--- config.mk ---
export PLATFORM = sky130hd
export DESIGN_NAME = ceb_step
export DESIGN_NICKNAME = d
export VERILOG_FILES = /design/src/rtl/ceb_pkg.sv /design/src/rtl/ceb_basis.sv /design/src/rtl/ceb_step.sv
export SDC_FILE = /design/constraint.sdc
export NUM_CORES = 2
export LEC_CHECK = 0
export BUFFER_PORTS_ARGS = -buffer_cell sky130_fd_sc_hd__buf_2
export CORE_MARGIN = 2
export CORE_UTILIZATION = 25
export CTS_CLUSTER_DIAMETER = 80
export DETAILED_ROUTE_END_ITERATION = 12
export SETUP_SLACK_MARGIN = 0.5
export SYNTH_ARGS = -nofsm -noshare
export SYNTH_HDL_FRONTEND = slang
export SYNTH_SLANG_ARGS = --single-unit
export TNS_END_PERCENT = 50
--- constraint.sdc ---
create_clock -name clk -period 12.1 [get_ports clk]
set_input_delay 1.21 -clock clk [delete_from_list [all_inputs] [get_ports clk]]
set_output_delay 1.21 -clock clk [all_outputs]
set_load 0.005 [all_outputs]
--- src/rtl/ceb_pkg.sv ---
`timescale 1ns / 1ps
// ----------------------------------------------------------------------------
// ceb_pkg
// shared constants and types for the cubic bezier easing pipeline
// ----------------------------------------------------------------------------
package ceb_pkg;

  localparam int SOLVE_STEPS_DEF   = 16;
  localparam int FRACTION_BITS_DEF = 15;

  localparam int TIME_W  = 16;
  localparam int VALUE_W = 16;
  localparam int IN_W    = 17;

  localparam logic [TIME_W-1:0] TIME_ONE = 16'd32768;

  typedef enum logic [1:0] {
    REG_FIRST_X  = 2'd0,
    REG_FIRST_Y  = 2'd1,
    REG_SECOND_X = 2'd2,
    REG_SECOND_Y = 2'd3
  } reg_idx_t;

  localparam logic [VALUE_W-1:0] RST_FIRST_X  = 16'd8192;
  localparam logic [VALUE_W-1:0] RST_FIRST_Y  = 16'd1638;
  localparam logic [VALUE_W-1:0] RST_SECOND_X = 16'd8192;
  localparam logic [VALUE_W-1:0] RST_SECOND_Y = 16'd16384;

endpackage

--- src/rtl/ceb_basis.sv ---
`timescale 1ns / 1ps
// ----------------------------------------------------------------------------
// ceb_basis
// two-stage bernstein basis: (1-t)^2 t, (1-t) t^2, t^3 in truncated fixed point
// ----------------------------------------------------------------------------
module ceb_basis #(
  parameter int FRACTION_BITS = ceb_pkg::FRACTION_BITS_DEF,
  parameter int PW            = 1
) (
  input  logic                   clk,
  input  logic                   rst,
  input  logic                   en,
  input  logic                   in_valid,
  input  logic [FRACTION_BITS:0] t,
  input  logic [PW-1:0]          pl_in,
  output logic                   out_valid,
  output logic [FRACTION_BITS:0] uut,
  output logic [FRACTION_BITS:0] utt,
  output logic [FRACTION_BITS:0] ttt,
  output logic [PW-1:0]          pl_out
);

  localparam int F  = FRACTION_BITS;
  localparam int TW = F + 1;
  localparam logic [TW-1:0] ONE = {1'b1, {F{1'b0}}};

  logic [TW-1:0]   u;
  logic [2*TW-1:0] sq_u, sq_t;
  logic [TW-1:0]   t1, u1, uu1, tt1;
  logic [PW-1:0]   pl1;
  logic            v1;
  logic [2*TW-1:0] m_uut, m_utt, m_ttt;

  always_comb begin
    u     = ONE - t;
    sq_u  = u * u;
    sq_t  = t * t;
    m_uut = uu1 * t1;
    m_utt = u1 * tt1;
    m_ttt = tt1 * t1;
  end

  always_ff @(posedge clk) begin
    if (rst) begin
      v1        <= 1'b0;
      out_valid <= 1'b0;
    end else if (en) begin
      v1        <= in_valid;
      out_valid <= v1;
    end
  end

  always_ff @(posedge clk) begin
    if (en) begin
      t1     <= t;
      u1     <= u;
      uu1    <= sq_u[2*F:F];
      tt1    <= sq_t[2*F:F];
      pl1    <= pl_in;
      uut    <= m_uut[2*F:F];
      utt    <= m_utt[2*F:F];
      ttt    <= m_ttt[2*F:F];
      pl_out <= pl1;
    end
  end

endmodule

--- src/rtl/ceb_step.sv ---
`timescale 1ns / 1ps
// ----------------------------------------------------------------------------
// ceb_step
// one bisection round: basis at the midpoint, x(mid) against the time, narrow
// ----------------------------------------------------------------------------
module ceb_step #(
  parameter int FRACTION_BITS = ceb_pkg::FRACTION_BITS_DEF
) (
  input  logic                        clk,
  input  logic                        rst,
  input  logic                        en,
  input  logic [ceb_pkg::TIME_W-1:0]  x1,
  input  logic [ceb_pkg::TIME_W-1:0]  x2,
  input  logic                        in_valid,
  input  logic [FRACTION_BITS:0]      lo_in,
  input  logic [FRACTION_BITS:0]      hi_in,
  input  logic [ceb_pkg::TIME_W-1:0]  tm_in,
  input  logic                        clip_in,
  output logic                        out_valid,
  output logic [FRACTION_BITS:0]      lo_out,
  output logic [FRACTION_BITS:0]      hi_out,
  output logic [ceb_pkg::TIME_W-1:0]  tm_out,
  output logic                        clip_out
);

  localparam int F  = FRACTION_BITS;
  localparam int TW = F + 1;
  localparam int MW = ceb_pkg::TIME_W;
  localparam int PW = 3 * TW + MW + 1;
  localparam int XW = F + 19;

  logic [TW:0]     sum_lh;
  logic [TW-1:0]   mid;
  logic [PW-1:0]   pl_in, pl_b;
  logic            vb;
  logic [TW-1:0]   uut, utt, ttt;
  logic [TW-1:0]   lo_b, hi_b, mid_b;
  logic [MW-1:0]   tm_b;
  logic            clip_b;
  logic [TW+MW-1:0] p1, p2;
  logic [XW-1:0]   p1e, p2e, xv, target;

  always_comb begin
    sum_lh = {1'b0, lo_in} + {1'b0, hi_in};
    mid    = sum_lh[TW:1];
    pl_in  = {lo_in, hi_in, mid, tm_in, clip_in};
  end

  ceb_basis #(.FRACTION_BITS(F), .PW(PW)) u_basis (
    .clk(clk), .rst(rst), .en(en), .in_valid(in_valid), .t(mid), .pl_in(pl_in),
    .out_valid(vb), .uut(uut), .utt(utt), .ttt(ttt), .pl_out(pl_b)
  );

  always_comb begin
    {lo_b, hi_b, mid_b, tm_b, clip_b} = pl_b;
    p1     = uut * x1;
    p2     = utt * x2;
    p1e    = XW'(p1);
    p2e    = XW'(p2);
    xv     = (p1e << 1) + p1e + (p2e << 1) + p2e + (XW'(ttt) << 15);
    target = XW'(tm_b) << F;
  end

  always_ff @(posedge clk) begin
    if (rst) begin
      out_valid <= 1'b0;
    end else if (en) begin
      out_valid <= vb;
    end
  end

  always_ff @(posedge clk) begin
    if (en) begin
      if (xv < target) begin
        lo_out <= mid_b;
        hi_out <= hi_b;
      end else begin
        lo_out <= lo_b;
        hi_out <= mid_b;
      end
      tm_out   <= tm_b;
      clip_out <= clip_b;
    end
  end

endmodule

Word level (Yosys, flattened, before mapping) --
Cells that the tools add are included.
Operators by class: add/subtract/negate cells 6, multipliers 7, div/mod/pow operators 0, magnitude comparators 1, equality and inequality tests 0, shift-type cells 0, multiplexer cells 2, bitwise logic cells 0, reduce and logical (&&, ||, !) cells 0
Operators by type and width (number):
- $mul 16x16->31 | 5
- $mul 16x16->32 | 2
- $add 33x32->34 | 1
- $add 34x31->34 | 1
- $add 34x32->34 | 1
- $add 34x33->34 | 1
- $lt 34x31->1 | 1
- $mux 16 | 2
- $add 16x16->17 | 1
- $sub 16x16->16 const A | 1
Storage, ports and cells: register bits after elaboration 294, latch bits 0, bits in writable memories 0, memory bits (read-only) 0, output and inout bits 50, word-level logic and storage cells 32, memories kept 0

Longest topological paths before layout --
depth after elaboration 7, depth in mapped cells 51, mapped depth without buffers 48

Hierarchy --
A second synthesis with hierarchy kept.
Unflattened totals: cell total of the unflattened synthesis 6972, area, all modules 67053.1 um2
By module, submodules not included:
- ceb_basis | times used 1, cells an instance 4476, area an instance 44285.0 um2
- ceb_step | times used 1, cells an instance 2496, area an instance 22768.1 um2

Worst setup path after synthesis --
No wires, ideal clock.
path kind input-to-reg, start point input port x1[1] (netlist bit), end point register hi_out[0], data pin, library setup time 0.260 ns, arrival time 11.966 ns, setup slack -0.126 ns, cell stages on the path 46, path buffers 3, cells stage by stage clkbuf_1 -> nand2_1 -> fa_1 -> fa_1 -> fa_1 -> fa_1 -> inv_1 -> fa_1 -> inv_1 -> fa_1 -> inv_1 -> ha_1 -> a21o_1 -> a21oi_1 -> nor2_1 -> or3_1 -> a21oi_1 -> xor2_1 -> (+10 left out) -> and3_4 -> buf_6 -> o311a_1 -> o21ai_0 -> nand2b_1 -> xor2_1 -> ha_1 -> a21o_1 -> a21oi_1 -> nor2b_1 -> o21ai_0 -> nand2_1 -> a221o_1 -> nor4_1 -> nand3_1 -> a211o_1 -> buf_6 -> mux2_4
Between the ends: cells in the longest elaborated chain, start to end 7
Ends and longest elaborated chain:
- from (decl) | RTL line ceb_step.sv:12 | input logic [ceb_pkg::TIME_W-1:0] x1,
- $mul 16x16->32 | RTL line ceb_step.sv:56 | p1 = uut * x1;
- $add 33x32->34 | RTL line ceb_step.sv:60 | xv = (p1e << 1) + p1e + (p2e << 1) + p2e + (XW'(ttt) << 15);
- $add 34x33->34 | RTL line ceb_step.sv:60
- $add 34x32->34 | RTL line ceb_step.sv:60
- $add 34x31->34 | RTL line ceb_step.sv:60
- $lt 34x31->1 | RTL line ceb_step.sv:74 | if (xv < target) begin
- $mux 16 | RTL line ceb_step.sv:74
- to (signal assigned) | RTL line ceb_step.sv:76 | hi_out <= hi_b;
- to (signal assigned) | RTL line ceb_step.sv:79 | hi_out <= mid_b;
- to (decl) | RTL line ceb_step.sv:21 | output logic [FRACTION_BITS:0] hi_out,
No other way between the ends. A chain may end at the register's enable or synchronous reset.

Worst setup path after layout --
start point input port x1[5] (netlist bit), end point register lo_out[12], data pin
Between the ends: cells in the longest elaborated chain, start to end 7
Ends and longest elaborated chain:
- $mul 16x16->32 | RTL line ceb_step.sv:56
- $add 33x32->34 | RTL line ceb_step.sv:60
- $add 34x33->34 | RTL line ceb_step.sv:60
- $add 34x32->34 | RTL line ceb_step.sv:60
- $add 34x31->34 | RTL line ceb_step.sv:60
- $lt 34x31->1 | RTL line ceb_step.sv:74
- $mux 16 | RTL line ceb_step.sv:74
- to (signal assigned) | RTL line ceb_step.sv:75 | lo_out <= mid_b;
- to (signal assigned) | RTL line ceb_step.sv:78 | lo_out <= lo_b;
- to (decl) | RTL line ceb_step.sv:20 | output logic [FRACTION_BITS:0] lo_out,
No other way between the ends.

==> results.json <==
{
  "status": "finished clean",
  "rows": 189,
  "htree_num_levels": 2,
  "yosysSeqAreaShare_pct": 12.4,
  "grt_antenna_before_repair": 7,
  "syn_inst": 6981,
  "ant_nets": 0,
  "clockRootBuffer": "clkbuf_16",
  "ioPinCount": 135,
  "worstHoldPathType": "register to register",
  "cts_tree": "yes",
  "drt_wl_total_mm": 167,
  "vias": 47037,
  "clk_latency_ps": 630,
  "grt_max_degree": 169,
  "cp_common_cell": "fa_1",
  "drtIter0Drc": 2865,
  "fp.dieW_um": 520,
  "dr.pass1.iters": 6,
  "synth_edf_count": 274,
  "arrival_ps": 11920,
  "wire_per_inst_um": 15.6,
  "async_flop_share_pct": 0,
  "grt_pass1_wl_mm": 276,
  "finalCritPeriodShare_pct": 95.5,
  "synth_fp_nets": 9192,
  "num-fill-cells": 27805,
  "synth_top_area_cell": "fa_1",
  "crit_path_start_kind": "input port",
  "avgSynthCellArea_um2": 9.54,
  "slowest_stage": "fa_1",
  "synth.ff_latch_count": 277,
  "drive_above_1_share_pct": 8.01,
  "critPathMaxFanout": 8,
  "fin_nets": 9398,
  "final-setup-viol-count": 0,
  "drcViolationCount": 0,
  "max_stage_delay_ps": 550,
  "grt_pass1_vias": 51994,
  "synth_ff_type": "edfxtp_1",
  "path_clk_slew_ps": 60,
  "worstSetupEndpointType": "register",
  "overflow": 0,
  "cts.sinks": 277,
  "max-clock-path-buffers": 3,
  "slew_headroom_pct": 10.1,
  "period_needed_ps": 11560,
  "drv_cap": 0,
  "rsz0062_at_grt": "true",
  "netlist.area_leader.share_pct": 41.1,
  "dpl.hpwl_mm": 135,
  "area_growth_pct": 12.1,
  "worst_slack_ps": 540,
  "cts_buffers": 39,
  "coreArea_mm2": 0.265,
  "dp_slack_ps": -313,
  "yosys.cell_types.count": 80,
  "gp_congestion": 0.863,
  "dieArea_mm2": 0.271,
  "skew_ps": 23.3,
  "fp.dieH_um": 520,
  "port_buffers": 134,
  "vias_per_cell": 4.37,
  "yosys-top-cells-area": "fa_1 (41%), ha_1 (14%), edfxtp_1 (12%)",
  "timing.fmax_ghz": 0.0865,
  "ys_warn_count": 0,
  "tightest_slew_ps": 1350,
  "grt_usage_pct": 12.6,
  "worstSetupPathType": "input port to register",
  "dp.cells": 10665,
  "start_util_pct": 25.1,
  "hold_viol": 0,
  "netlist_area_mm2": 0.0666,
  "crit_required_ps": 12460,
  "slew_violations": 0,
  "fin_cells": 10753
}
## registers in the layout, indices dropped and copies added (netlist names)
| register | flops |
|---|---|
| lo_out | 16 |
| hi_out | 16 |
| u_basis.uu1 | 16 |
| u_basis.utt | 16 |
| u_basis.u1 | 15 |
| u_basis.out_valid | 1 |
| u_basis.ttt | 16 |
| u_basis.uut | 16 |
| u_basis.pl_out | 65 |
| tm_out | 16 |
| u_basis.v1 | 1 |
| clip_out | 1 |
| u_basis.tt1 | 16 |
| out_valid | 1 |
| u_basis.pl1 | 65 |
## cells in the mapped netlist (40+ instances only)
master,count
a21oi_1,115
a21o_1,70
and2_1,499
edfxtp_1,274
xor2_1,46
nor3_1,40
nor2_1,255
o21ai_0,64
ha_1,759
nand3_1,42
fa_1,1367
clkbuf_1,218
xnor2_1,137
nand2_1,946
inv_1,1800
## kinds of logic (layout without fill, tap and decap cells)
family,count (synthesis),after routing,synth area share [%]
AO/OA/AOI/OAI,401,401,4.03
adder cells (fa/ha/maj),2126,2126,55.3
AND/OR/NAND/NOR,1908,1908,13.3
flip-flops,277,277,12.4
buffers and inverters,2043,2280,11.6
other,0,2,0
multiplexers,41,41,0.845
XOR/XNOR,185,185,2.46
## worst max-delay path, delay by kind of cell
| kind | cells | cell delay, ps |
|---|---|---|
| adders and majority gates | 12 | 5020 |
| xor gates and xnor gates | 2 | 320 |
| AOI/OAI and AO/OA | 14 | 2700 |
| muxes | 1 | 300 |
| and+or+nand+nor | 10 | 1440 |
| buffers and inverters | 10 | 880 |
## per-stage QoR
stage                     hold slack, ps  instance area [um2]  util [%]  TNS (ps)
final                                418                74600      28.2         0
after global routing                 423                74600      28.2         0
after CTS                            418                74300      28.0         0
after detailed placement             405                72800      27.5     -9070
after global placement               401                72800      27.5     -4990
after floorplan                      400                66800         -         0
## worst paths after layout
path | from | endpoint | slack, ps | cells past startpoint
setup reg to reg | u_basis.uut[2] | lo_out[12] | 660 | 48
hold reg to reg | u_basis.pl1[38] | u_basis.pl_out[38] | 420 | 0
setup / recovery | x1[5] | lo_out[12] | 540 | 49
hold / removal | u_basis.pl1[38] | u_basis.pl_out[38] | 420 | 0
## cell type report
class,instances,area [um2],area share [%]
flip-flops and latches,277,8290,11.1
diodes,2,5.00,0.00671
clock inverters,26,314,0.421
inverters,1815,6810,9.13
clock buffers,46,1050,1.41
repair buffers,393,2810,3.76
well taps,3533,4420,5.92
multi-input cells,4661,50900,68.2
## placed cells by master (no fill, tap or decap), types with 13 or more instances in the layout
| master | count |
|---|---|
| buf_4 | 248 |
| nand3_1 | 42 |
| nor2b_1 | 27 |
| mux2_4 | 30 |
| clkbuf_16 | 42 |
| buf_2 | 127 |
| o21a_1 | 37 |
| clkinv_1 | 13 |
| o21ai_0 | 52 |
| a21oi_1 | 106 |
| nand2b_1 | 18 |
| and2_1 | 493 |
| xor2_1 | 43 |
| nor2_1 | 254 |
| nand2_1 | 945 |
| fa_1 | 1363 |
| ha_1 | 752 |
| nand4_1 | 19 |
| inv_1 | 1795 |
| xnor2_1 | 130 |
| a21o_1 | 70 |
| edfxtp_1 | 274 |
| and3_1 | 16 |
| nor3_1 | 39 |
## what timing repair did
action	in CTS	in global routing
resized for setup	14	44
hold buffers	0	0
pin swaps	7	4
setup endpoints to repair	32	32
cloned	1	1
buffers inserted	3	9
## metal layers
layer	GRT usage (%)	vias to the layer above	part of all wire [%]
met4	2.51	4	1.9
met2	21.1	1287	47
met1	17.5	24299	45
li1	-	21232	-
met5	0	-	0.013
met3	1.71	215	6.2
Power is left out: the tool's default activity adds up to more than one toggle a clock period on the data nets, which glitch-free logic cannot reach.
